==> src/rtl/xor_checked_frame_parser_assert.svh <==
// ------------------------------------------------------------------------------------------
// assertion macros for the frame parser
// shared clock and reset wrappers for concurrent checks
// ------------------------------------------------------------------------------------------
`ifndef XOR_CHECKED_FRAME_PARSER_ASSERT_SVH
`define XOR_CHECKED_FRAME_PARSER_ASSERT_SVH

// same-cycle implication, disabled in reset
`define XCFP_ASSERT_NOW(label, ante, cons, msg) \
	label: assert property (@(posedge clk) disable iff (!arst_n) (ante) |-> (cons)) \
		else $error(msg);

// next-cycle implication, disabled in reset
`define XCFP_ASSERT_NEXT(label, ante, cons, msg) \
	label: assert property (@(posedge clk) disable iff (!arst_n) (ante) |=> (cons)) \
		else $error(msg);

`endif

==> src/rtl/xcfp_pkg.sv <==
// ------------------------------------------------------------------------------------------
// xcfp_pkg
// types and constants for the xor checked frame parser
// ------------------------------------------------------------------------------------------
package xcfp_pkg;

	localparam int PACKED_WORD_BITS_DEF = 32;
	localparam int BYTE_BITS            = 8;
	localparam int OUT_WORD_BITS        = 32;
	localparam int CNT_BITS             = 9;

	localparam logic [BYTE_BITS-1:0] IMAGE_MARKER_RST   = 8'hCC;
	localparam logic [BYTE_BITS-1:0] COMMAND_MARKER_RST = 8'hCD;

	typedef enum logic [0:0] {
		REG_IMAGE_MARKER   = 1'b0,
		REG_COMMAND_MARKER = 1'b1
	} reg_index_t;

	typedef enum logic [1:0] {
		ST_CMD_OK  = 2'd0,
		ST_IMG_OK  = 2'd1,
		ST_SUM_ERR = 2'd2
	} status_t;

	typedef enum logic [4:0] {
		PH_HUNT = 5'b00001,
		PH_CMD  = 5'b00010,
		PH_ADDR = 5'b00100,
		PH_DATA = 5'b01000,
		PH_SUM  = 5'b10000
	} phase_t;

endpackage

==> src/rtl/xor_checked_frame_parser.sv <==
// ------------------------------------------------------------------------------------------
// xor checked frame parser
// length-prefixed frame parser with running xor checksum, while rx is not stalled one byte per cycle
// ------------------------------------------------------------------------------------------
// channel   direction  handshake             payload
// rx        in         rx_valid / rx_stall    rx_byte
// res       out        res_valid / res_stall  status, lengths, packed words
// cfg       in         cfg_valid / cfg_ready  cfg_index, cfg_data
//
// one byte is taken per cycle while rx is not stalled; each byte updates the parse state in a single pass
// a result appears in the cycle after the checksum byte is accepted, held in the result register
// rx is stalled only while a result waits and res_stall is high
// arst_n clears parse state, result valid and restores the marker reset values
// cfg_ready is always high
// ------------------------------------------------------------------------------------------
module xor_checked_frame_parser #(
	parameter int PACKED_WORD_BITS = xcfp_pkg::PACKED_WORD_BITS_DEF
) (
	input  logic                               clk,
	input  logic                               arst_n,
	input  logic                               rx_valid,
	output logic                               rx_stall,
	input  logic [xcfp_pkg::BYTE_BITS-1:0]     rx_byte,
	output logic                               res_valid,
	input  logic                               res_stall,
	output logic [1:0]                         status,
	output logic [xcfp_pkg::BYTE_BITS-1:0]     address_length,
	output logic [xcfp_pkg::OUT_WORD_BITS-1:0] address_word,
	output logic [xcfp_pkg::BYTE_BITS-1:0]     payload_length,
	output logic [xcfp_pkg::OUT_WORD_BITS-1:0] payload_word,
	input  logic                               cfg_valid,
	output logic                               cfg_ready,
	input  logic [0:0]                         cfg_index,
	input  logic [xcfp_pkg::BYTE_BITS-1:0]     cfg_data
);

	`include "xor_checked_frame_parser_assert.svh"

	xcfp_pkg::phase_t                   phase_q, phase_d;
	logic                               is_cmd_q, is_cmd_d;
	logic [xcfp_pkg::CNT_BITS-1:0]      cnt_q, cnt_d, cnt_inc;
	logic [xcfp_pkg::BYTE_BITS-1:0]     alen_q, alen_d, dlen_q, dlen_d;
	logic [PACKED_WORD_BITS-1:0]        aacc_q, aacc_d, dacc_q, dacc_d;
	logic [xcfp_pkg::BYTE_BITS-1:0]     xor_q, xor_d;
	logic [xcfp_pkg::BYTE_BITS-1:0]     img_mark_q, cmd_mark_q;
	logic                               rx_accept, sum_fire;

	logic                               res_valid_q;
	xcfp_pkg::status_t                  status_q, status_d;
	logic [xcfp_pkg::BYTE_BITS-1:0]     alen_out_q, alen_out_d, dlen_out_q, dlen_out_d;
	logic [xcfp_pkg::OUT_WORD_BITS-1:0] aword_q, aword_d, dword_q, dword_d;

	assign cfg_ready = 1'b1;
	assign rx_stall  = res_valid_q & res_stall;
	assign rx_accept = rx_valid & ~rx_stall;
	assign sum_fire  = rx_accept && (phase_q == xcfp_pkg::PH_SUM);
	assign cnt_inc   = cnt_q + xcfp_pkg::CNT_BITS'(1);

	// marker registers
	always_ff @(posedge clk or negedge arst_n) begin
		if (!arst_n) begin
			img_mark_q <= xcfp_pkg::IMAGE_MARKER_RST;
			cmd_mark_q <= xcfp_pkg::COMMAND_MARKER_RST;
		end else if (cfg_valid && cfg_ready) begin
			unique case (xcfp_pkg::reg_index_t'(cfg_index))
				xcfp_pkg::REG_IMAGE_MARKER:   img_mark_q <= cfg_data;
				xcfp_pkg::REG_COMMAND_MARKER: cmd_mark_q <= cfg_data;
				default: ;
			endcase
		end
	end

	// parse step
	always_comb begin
		phase_d    = phase_q;
		is_cmd_d   = is_cmd_q;
		cnt_d      = cnt_q;
		alen_d     = alen_q;
		dlen_d     = dlen_q;
		aacc_d     = aacc_q;
		dacc_d     = dacc_q;
		xor_d      = xor_q;
		status_d   = xcfp_pkg::ST_SUM_ERR;
		alen_out_d = '0;
		aword_d    = '0;
		dlen_out_d = '0;
		dword_d    = '0;
		unique case (phase_q)
			xcfp_pkg::PH_CMD: begin
				xor_d   = xor_q ^ rx_byte;
				cnt_d   = '0;
				phase_d = xcfp_pkg::PH_ADDR;
			end
			xcfp_pkg::PH_ADDR: begin
				xor_d = xor_q ^ rx_byte;
				if (cnt_q == '0) begin
					alen_d = rx_byte;
					aacc_d = '0;
				end else begin
					aacc_d = PACKED_WORD_BITS'({aacc_q, rx_byte});
				end
				cnt_d = cnt_inc;
				if (cnt_inc == ({1'b0, alen_d} + xcfp_pkg::CNT_BITS'(1))) begin
					cnt_d   = '0;
					phase_d = xcfp_pkg::PH_DATA;
				end
			end
			xcfp_pkg::PH_DATA: begin
				xor_d = xor_q ^ rx_byte;
				if (cnt_q == '0) begin
					dlen_d = rx_byte;
					dacc_d = '0;
				end else begin
					dacc_d = PACKED_WORD_BITS'({dacc_q, rx_byte});
				end
				cnt_d = cnt_inc;
				if (cnt_inc == ({1'b0, dlen_d} + xcfp_pkg::CNT_BITS'(1))) begin
					cnt_d   = '0;
					phase_d = xcfp_pkg::PH_SUM;
				end
			end
			xcfp_pkg::PH_SUM: begin
				if (rx_byte == xor_q) begin
					if (is_cmd_q) begin
						status_d   = xcfp_pkg::ST_CMD_OK;
						alen_out_d = alen_q;
						aword_d    = xcfp_pkg::OUT_WORD_BITS'(aacc_q);
						dlen_out_d = dlen_q;
						dword_d    = xcfp_pkg::OUT_WORD_BITS'(dacc_q);
					end else begin
						status_d = xcfp_pkg::ST_IMG_OK;
					end
				end
				cnt_d   = '0;
				phase_d = xcfp_pkg::PH_HUNT;
			end
			default: begin
				phase_d = xcfp_pkg::PH_HUNT;
				if (rx_byte == cmd_mark_q || rx_byte == img_mark_q) begin
					is_cmd_d = (rx_byte == cmd_mark_q);
					xor_d    = rx_byte;
					cnt_d    = '0;
					phase_d  = xcfp_pkg::PH_CMD;
				end
			end
		endcase
	end

	always_ff @(posedge clk or negedge arst_n) begin
		if (!arst_n) begin
			phase_q  <= xcfp_pkg::PH_HUNT;
			is_cmd_q <= 1'b0;
			cnt_q    <= '0;
			alen_q   <= '0;
			dlen_q   <= '0;
			aacc_q   <= '0;
			dacc_q   <= '0;
			xor_q    <= '0;
		end else if (rx_accept) begin
			phase_q  <= phase_d;
			is_cmd_q <= is_cmd_d;
			cnt_q    <= cnt_d;
			alen_q   <= alen_d;
			dlen_q   <= dlen_d;
			aacc_q   <= aacc_d;
			dacc_q   <= dacc_d;
			xor_q    <= xor_d;
		end
	end

	// result register
	always_ff @(posedge clk or negedge arst_n) begin
		if (!arst_n) begin
			res_valid_q <= 1'b0;
		end else if (sum_fire) begin
			res_valid_q <= 1'b1;
		end else if (!res_stall) begin
			res_valid_q <= 1'b0;
		end
	end

	always_ff @(posedge clk) begin
		if (sum_fire) begin
			status_q   <= status_d;
			alen_out_q <= alen_out_d;
			aword_q    <= aword_d;
			dlen_out_q <= dlen_out_d;
			dword_q    <= dword_d;
		end
	end

	assign res_valid      = res_valid_q;
	assign status         = status_q;
	assign address_length = alen_out_q;
	assign address_word   = aword_q;
	assign payload_length = dlen_out_q;
	assign payload_word   = dword_q;

	`XCFP_ASSERT_NOW(a_res_from_sum, $rose(res_valid_q), $past(sum_fire), "result without checksum byte")
	`XCFP_ASSERT_NEXT(a_sum_to_hunt, sum_fire, phase_q == xcfp_pkg::PH_HUNT, "no return to hunt")
	`XCFP_ASSERT_NOW(a_hunt_cnt_zero, phase_q == xcfp_pkg::PH_HUNT, cnt_q == '0, "counter not cleared")
	`XCFP_ASSERT_NOW(a_non_cmd_zero, res_valid_q && status_q != xcfp_pkg::ST_CMD_OK, (alen_out_q == '0) && (aword_q == '0) && (dlen_out_q == '0) && (dword_q == '0), "fields not zero")

endmodule
==> config.mk <==
export PLATFORM = sky130hd
export DESIGN_NAME = xor_checked_frame_parser
export DESIGN_NICKNAME = d
export VERILOG_FILES = /design/src/rtl/xcfp_pkg.sv /design/src/rtl/xor_checked_frame_parser.sv
export VERILOG_INCLUDE_DIRS = /design/src /design/src/rtl
export SDC_FILE = /design/constraint.sdc
export NUM_CORES = 1
export LEC_CHECK = 0
export ABC_CLOCK_PERIOD_IN_PS = 7140
export BUFFER_PORTS_ARGS = -buffer_cell sky130_fd_sc_hd__clkbuf_2
export CAP_MARGIN = 20
export CORE_ASPECT_RATIO = 1.4
export CORE_MARGIN = 3
export CORE_UTILIZATION = 50
export DETAILED_ROUTE_END_ITERATION = 16
export PLACE_DENSITY_LB_ADDON = 0.1
export SLEW_MARGIN = 20
export SYNTH_ARGS = -nofsm -noshare
export SYNTH_HDL_FRONTEND = slang
export SYNTH_SLANG_ARGS = --single-unit
==> constraint.sdc <==
create_clock -name clk -period 7.14 [get_ports clk]
set_input_delay 1.428 -clock clk [delete_from_list [all_inputs] [get_ports clk]]
set_output_delay 1.428 -clock clk [all_outputs]
set_load 0.01 [all_outputs]
==> results of run 1 <==
## layout by cell type, fill, tap and decap left out, drive strengths merged, types with 3 or more instances in the layout
master	synthesis	routed
dfrtp	110	110
clkbuf	38	130
nor3	14	14
nor4	9	9
mux2i	4	4
mux2	30	30
buf	12	7
nand3b	3	3
dfstp	10	10
xnor2	11	11
nor2	31	31
nand2	163	163
a311oi	8	8
ha	4	4
or4b	3	3
a31oi	4	4
nand3	37	37
o22ai	4	4
and2	81	81
o31ai	4	4
nand2b	4	4
nand4	4	4
a21oi	27	27
and3	10	10
bufinv	0	7
a21boi	3	3
xor2	36	36
inv	8	10
o21ai	61	61
edfxtp	82	82
## power breakdown
group | internal [W] | total, W | switching (W)
registers | 0.00125 | 0.00131 | 0.0000608
logic | 0.000112 | 0.000266 | 0.000154
clock network | 0.000798 | 0.00124 | 0.000440
## per-layer routing
layer  part of all wire [%]  up-vias  track usage, %
li1                       -     3114               -
met3                    4.6       56            2.91
met4                    4.3        0            9.22
met2                     51      171            36.0
met1                     41     3036            25.8
met5                      0        -               0
## how the worst max path moves through the flow
stage                   start                end  slack [ns]  cells past startpoint
floorplan           res_stall  address_length[0]        1.52                      3
global placement     cnt_q[0]           cnt_q[2]        2.21                     13
detailed placement   cnt_q[0]           cnt_q[0]        2.10                     13
CTS                  cnt_q[0]           cnt_q[0]        2.08                     13
global route         cnt_q[0]           cnt_q[0]        1.75                     14
finish               cnt_q[0]           cnt_q[0]        2.13                     13
## cell families after synthesis
logic type	after synthesis
AO/OA/AOI/OAI	129
XOR/XNOR	49
adder cells (fa/ha/maj)	4
buffers and inverters	58
flip-flops	202
multiplexers	34
other	1
AND/OR/NAND/NOR	373
## metrics by stage
step	util (%)	hold slack, ns	instance area, um2
final	59.3	0.459	10800
after global routing	59.3	0.500	10800
after CTS	59.3	0.462	10800
after detailed placement	54.9	0.448	9970
after global placement	54.9	0.443	9970
after floorplan	-	0.430	9300
## cell type report
type	count	area (um2)	share of cell area (%)
clock buffer	26	544	5.06
clock inverter	12	244	2.27
inverter	8	30.0	0.279
multi-input combinational	590	3590	33.3
sequential	202	5480	50.9
tap	240	300	2.79
timing repair buffer	111	573	5.33
## worst max-delay path, stage by stage (launching register included)
cell and delay (ns):
dfrtp_1 0.46, inv_1 0.15, ha_1 0.18, nor4b_4 0.74
nand2_4 0.64, a21o_1 0.41, ha_1 0.27, o221ai_2 0.09
xnor3_1 0.40, or3_1 0.39, a211oi_2 0.22, o22ai_2 0.18
nor2_1 0.52, o21ai_0 0.21
## flip-flops by register name, indices dropped and copies added (netlist names), 9 cells and up
signal,flops
payload_word,32
cnt_q,9
address_word,32
aacc_q,32
dacc_q,32
==> reports/results.tsv, run 1 <==
metric	value	unit
fillers	1548	
h-tree-depth	1	
initial_core_util	51.2	%
min-delay-start	dacc_q[27]	
die-area	20300	um2
wire_per_inst	17.5	um
clk_latency	0.50	ns
path_clk_slew	0.06	ns
cts_tree	done	
arrival	5.35	ns
synthCells	850	
slew_viol_final	0	
root_buffer	clkbuf_16	
setup_viol	0	
hold_viol	0	
synth_top_family_by_area	simple AND/OR/NAND/NOR gates	
power_leakage	4.76	nW
syn_nets	876	
grt_use_total	20.8	%
setup_ws	2.13	ns
peakVddDrop	0.000268	V
drc	0	
cts_setup_buffers	0	
worstSetupEndpointType	register	
synth-simple-area-share	20.2	%
power_density	261	nW/um2
syn2layout_area_growth	15.7	%
r2r-start	cnt_q[0]	
power.total	0.00281	W
synth_mux_area_share	4.11	%
fin_crit_sh	70.2	%
path_max_fanout	77	
worst_pin_slew	1.07	ns
r2r_cells	13	
synth_top_cell_area_share	29.6	%
layout-drive-gt1-share	21.7	%
ys_seq_area_share	58.9	%
yosysMostFrequentCell	nand2_1	
synth_edf_count	82	
cts_buffers	21	
synth_cell_types	68	
start_kind	register	
status	finished clean	
yosys-top-cells-area	dfrtp_1 (30%), edfxtp_1 (26%), nand2_1 (6.5%)	
cts_resized	0	
synthesis.area	9300	um2
ctsHoldBuffers	0	
slew_headroom	28.4	%
ys_top_cells_by_count	nand2_1 (162), dfrtp_1 (110), edfxtp_1 (82)	
numPortBuffers	105	
dp.cells	1151	
core_area	18100	um2
clk_path_buf_depth	3	
routed_via_density	5.36	
async_flop_share	59.4	%
ant_nets	0	
reg2reg_slack	2.13	ns
ios	107	
drv_cap	0	
nNetsFinal	960	
synth_area_per_cell	10.9	um2
dp_hpwl	14.2	mm
drtIter0Drc	415	
synth_area_leader_cell	dfrtp_1	
synth_compound_area_share	8.63	%
rsz0062_at_grt	no	
worstHoldEndpoint	dacc_q[27]	
dp_slack	2.10	ns
holdPathStages	2	
ys_ff_latch	202	
grt_pass1_vias	6441	
grt_max_degree	83	
fmax	200	MHz
placementRows	58	
vias	6377	
finalCriticalPeriod	5.01	ns
die_y	167	um
grt_first_pass_wirelength	33.7	mm
gr-total-overflow	0	
fin_setup_tns	0	ns
cts_sinks	202	
finalWirelength	20.9	mm
crit_type	register to register	
yosys_warnings	0	
skew	0.0147	ns
antenna_cells	0	
synth_fa_ha_area_share	0.538	%
hold_path_class	register to register	
final_cells	1189	
die_x	121	um
critPathRequiredTime	7.47	ns
antenna_found_initial	0	
reg2reg_to	cnt_q[0]	
synthXorXnorAreaFrac	4.91	%
synth_top_flop_cell	dfrtp_1	
dr.pass1.iters	4	
routabilityCongestion	0.879	
Power figures use the tool's default switching activity.
==> run 2: changes to the inputs <==
ABC_AREA = 1   (was unset)
ABC_CLOCK_PERIOD_IN_PS = 4300   (was 7140)
clock period = 4.3 ns   (was 7.14 ns; I/O delays follow)
==> reports/results.tsv, run 2 <==
metric	value	unit	change
status	finished clean		
synth_edf_count	82		unchanged
slew_viol_final	0		unchanged
h-tree-depth	1		unchanged
crit_top_cell	nand2_1		
endpoint	cnt_q[4]		
worstSetupEndpointType	register		
reg2reg_to	cnt_q[4]		
cts_setup_buffers	0		unchanged
path_clk_slew	0.06	ns	about the same
synthCells	995		+17%
fin_crit_sh	73.9	%	+3.7 points
grt_pass1_vias	6508		+1.0%
numPortBuffers	105		unchanged
p_int	0.00313	W	+45%
wire_per_inst	14.5	um	-17%
synth_area_leader_cell	dfrtp_1		
fmax	315	MHz	+58%
power_leakage	4.91	nW	+3.2%
switching_share	23.0	%	-0.34 points
synth_cell_types	36		-47%
drc	0		unchanged
rsz0062_at_grt	no		
synthesis.area	9170	um2	-1.4%
final_cell_mix	nand2_1 (186), inv_1 (137), nor2_1 (111), dfrtp_1 (110), clkbuf_2 (104)		
hold_viol	0		unchanged
critPathRequiredTime	4.67	ns	-2.80 ns
cts_buffers	20		-4.8%
die_x	120	um	-0.65%
grt_first_pass_wirelength	32.5	mm	-3.4%
path_max_fanout	18		-77%
ios	107		unchanged
fin_setup_tns	0	ns	unchanged
syn2layout_area_growth	15.2	%	
cts_sinks	202		unchanged
antenna_found_initial	0		unchanged
ant_nets	0		unchanged
p_switching	0.000931	W	+42%
stdcell_area	10600	um2	-1.8%
finalCriticalPeriod	3.18	ns	-1.83 ns
ys_seq_area_share	59.7	%	+0.81 points
die_y	166	um	-0.66%
p_comb_share	6.8	%	-2.7 points
yosysMostFrequentCell	nand2_1		
worst_pin_slew	0.833	ns	-0.241 ns
die-area	20000	um2	-1.3%
power_density	384	nW/um2	+47%
layout-drive-gt1-share	18.6	%	-3.1 points
finalWirelength	19.5	mm	-6.4%
r2r_cells	20		+7
grt_max_degree	67		-19%
grt_use_total	19.8	%	-1.0 points
initial_core_util	50.9	%	-0.29 points
gr-total-overflow	0		unchanged
r2r-start	cnt_q[0]		
placementRows	58		unchanged
reg2reg_slack	1.12	ns	-1.01 ns
clk_path_buf_depth	3		unchanged
vias	6628		+3.9%
drv_cap	0		unchanged
dpl_cell_area	9940	um2	-0.23%
async_flop_share	59.4	%	unchanged
critPathMaxStageDelay	0.46	ns	-0.28 ns
seqPwrFrac	53.0	%	+6.5 points
nNetsFinal	1116		+16%
startpoint	cnt_q[0]		
skew	0.0119	ns	-0.00286 ns
final_common_cell	nand2_1		
clk_latency	0.49	ns	about the same
peakVddDrop	0.000295	V	+10%
root_buffer	clkbuf_16		
core_area	18000	um2	-0.80%
crit_type	register to register		
ys_ff_latch	202		unchanged
arrival	3.55	ns	-1.80 ns
p_clk_share	40.2	%	-3.9 points
drtIter0Drc	424		+2.2%
syn_nets	1021		+17%
dp_hpwl	13.8	mm	-2.8%
yosys-top-cells-area	dfrtp_1 (30%), edfxtp_1 (27%), nand2_1 (7.6%)		
slew_headroom	44.5	%	+16 points
cts_tree	done		
cts_resized	0		unchanged
hold_path_class	input port to asynchronous set/reset pin		
start_kind	register		
cp_cell_sequence	inv_1 -> ha_1 -> nand2_2 -> nor2_4 -> nand2_2 -> nand2_1 -> nand2_2 -> ha_1 -> xnor2_1 -> nand3_1 -> a21oi_1 -> nand2_1 -> nor2_1 -> nand2_1 -> nor2_1 -> nand2_1 -> nand2_4 -> nand2_4 -> nand3_1 -> nand2_1		
yosys_warnings	0		unchanged
synth_area_per_cell	9.21	um2	-16%
ys_top_cells_by_count	nand2_1 (186), inv_1 (137), nor2_1 (114)		
synth_top_flop_cell	dfrtp_1		
routed_via_density	4.93		-8.1%
setup_viol	0		unchanged
cp_slowest_cell	dfrtp_1		
antenna_cells	0		unchanged
ctsHoldBuffers	0		unchanged
dr.pass1.iters	5		+1
routabilityCongestion	0.871		-0.97%
synth_top_cell_area_share	30.0	%	+0.41 points
-- run 2: changes by cell type in the layout (fill, tap and decap cells not counted), moves of 10 or more --
cell	previous run	this run
a21oi_1	25	2
nor2_1	27	111
xor2_1	36	26
and2_1	81	1
inv_1	8	137
nor3_1	13	2
and3_1	10	0
nand3_1	37	93
mux2_2	29	0
nand2_1	162	186
o21ai_0	58	100
nand2_2	0	15
-- run 2: how the worst min path moves through the flow --
| stage | start | endpoint | slack (ns) | cells past startpoint |
|---|---|---|---|---|
| after floorplan | phase_q[0] | phase_q[0] | 0.45 | 2 |
| after global placement | alen_q[1] | alen_q[1] | 0.47 | 2 |
| after detailed placement | alen_q[2] | alen_q[2] | 0.47 | 2 |
| after CTS | arst_n | dacc_q[23] | 0.49 | 1 |
| after global routing | phase_q[0] | phase_q[0] | 0.50 | 2 |
| final | arst_n | dacc_q[23] | 0.46 | 1 |
-- run 2: layout make-up --
type	count	area, um2
Tap cell	240	300
Multi-Input combinational cell	604	2990
Clock buffer	28	572
Timing Repair Buffer	114	621
Inverter	148	556
Sequential cell	202	5480
Fill cell	1673	7440
Clock inverter	8	43.8
-- run 2: cells by family after synthesis --
| kind of cell | after synthesis | synth area share [%] |
|---|---|---|
| AOI/OAI and AO/OA | 115 | 6.45 |
| DFF | 202 | 59.7 |
| and+or+nand+nor | 452 | 22.3 |
| adders and majority gates | 4 | 0.546 |
| xor gates and xnor gates | 32 | 3.06 |
| other | 1 | 0.0409 |
| buffers and inverters | 189 | 7.90 |
-- run 2: metrics by stage --
step	power (W)	setup slack (ns)	cells	hold WS, ns	util, %
detailed placement	0.00246	1.16	1308	0.473	55.2
floorplan	0.00237	0.195	995	0.450	-
finish	0.00406	1.12	1344	0.460	58.7
global placement	0.00245	1.21	1308	0.466	55.2
global route	0.00424	0.723	1344	0.496	58.7
CTS	0.00410	1.14	1344	0.488	58.7
-- run 2: power groups by stage --
stage                     Combinational, W  Clock (W)  Sequential (W)
after floorplan                   0.000197          0         0.00217
final                             0.000275    0.00163         0.00215
after global placement            0.000271          0         0.00218
after global routing              0.000321    0.00176         0.00216
after detailed placement          0.000276          0         0.00219
after CTS                         0.000278    0.00168         0.00215
-- run 2: critical path: cells and delay by family (launching register included) --
kind	cells	cell delay, ns
AND/OR/NAND/NOR	15	1.69
adder cells (fa/ha/maj)	2	0.49
flip-flops	1	0.46
buffers and inverters	1	0.15
XOR/XNOR	1	0.14
AO/OA/AOI/OAI	1	0.13
-- run 2: routing by layer --
metal / up-vias / wire, um / GRT usage, %
met1: 3077 / 8340 / 25.9
met5: - / 0 / 0
met3: 34 / 725 / 2.62
met2: 141 / 9910 / 34.0
met4: 0 / 535 / 6.46
li1: 3376 / - / -
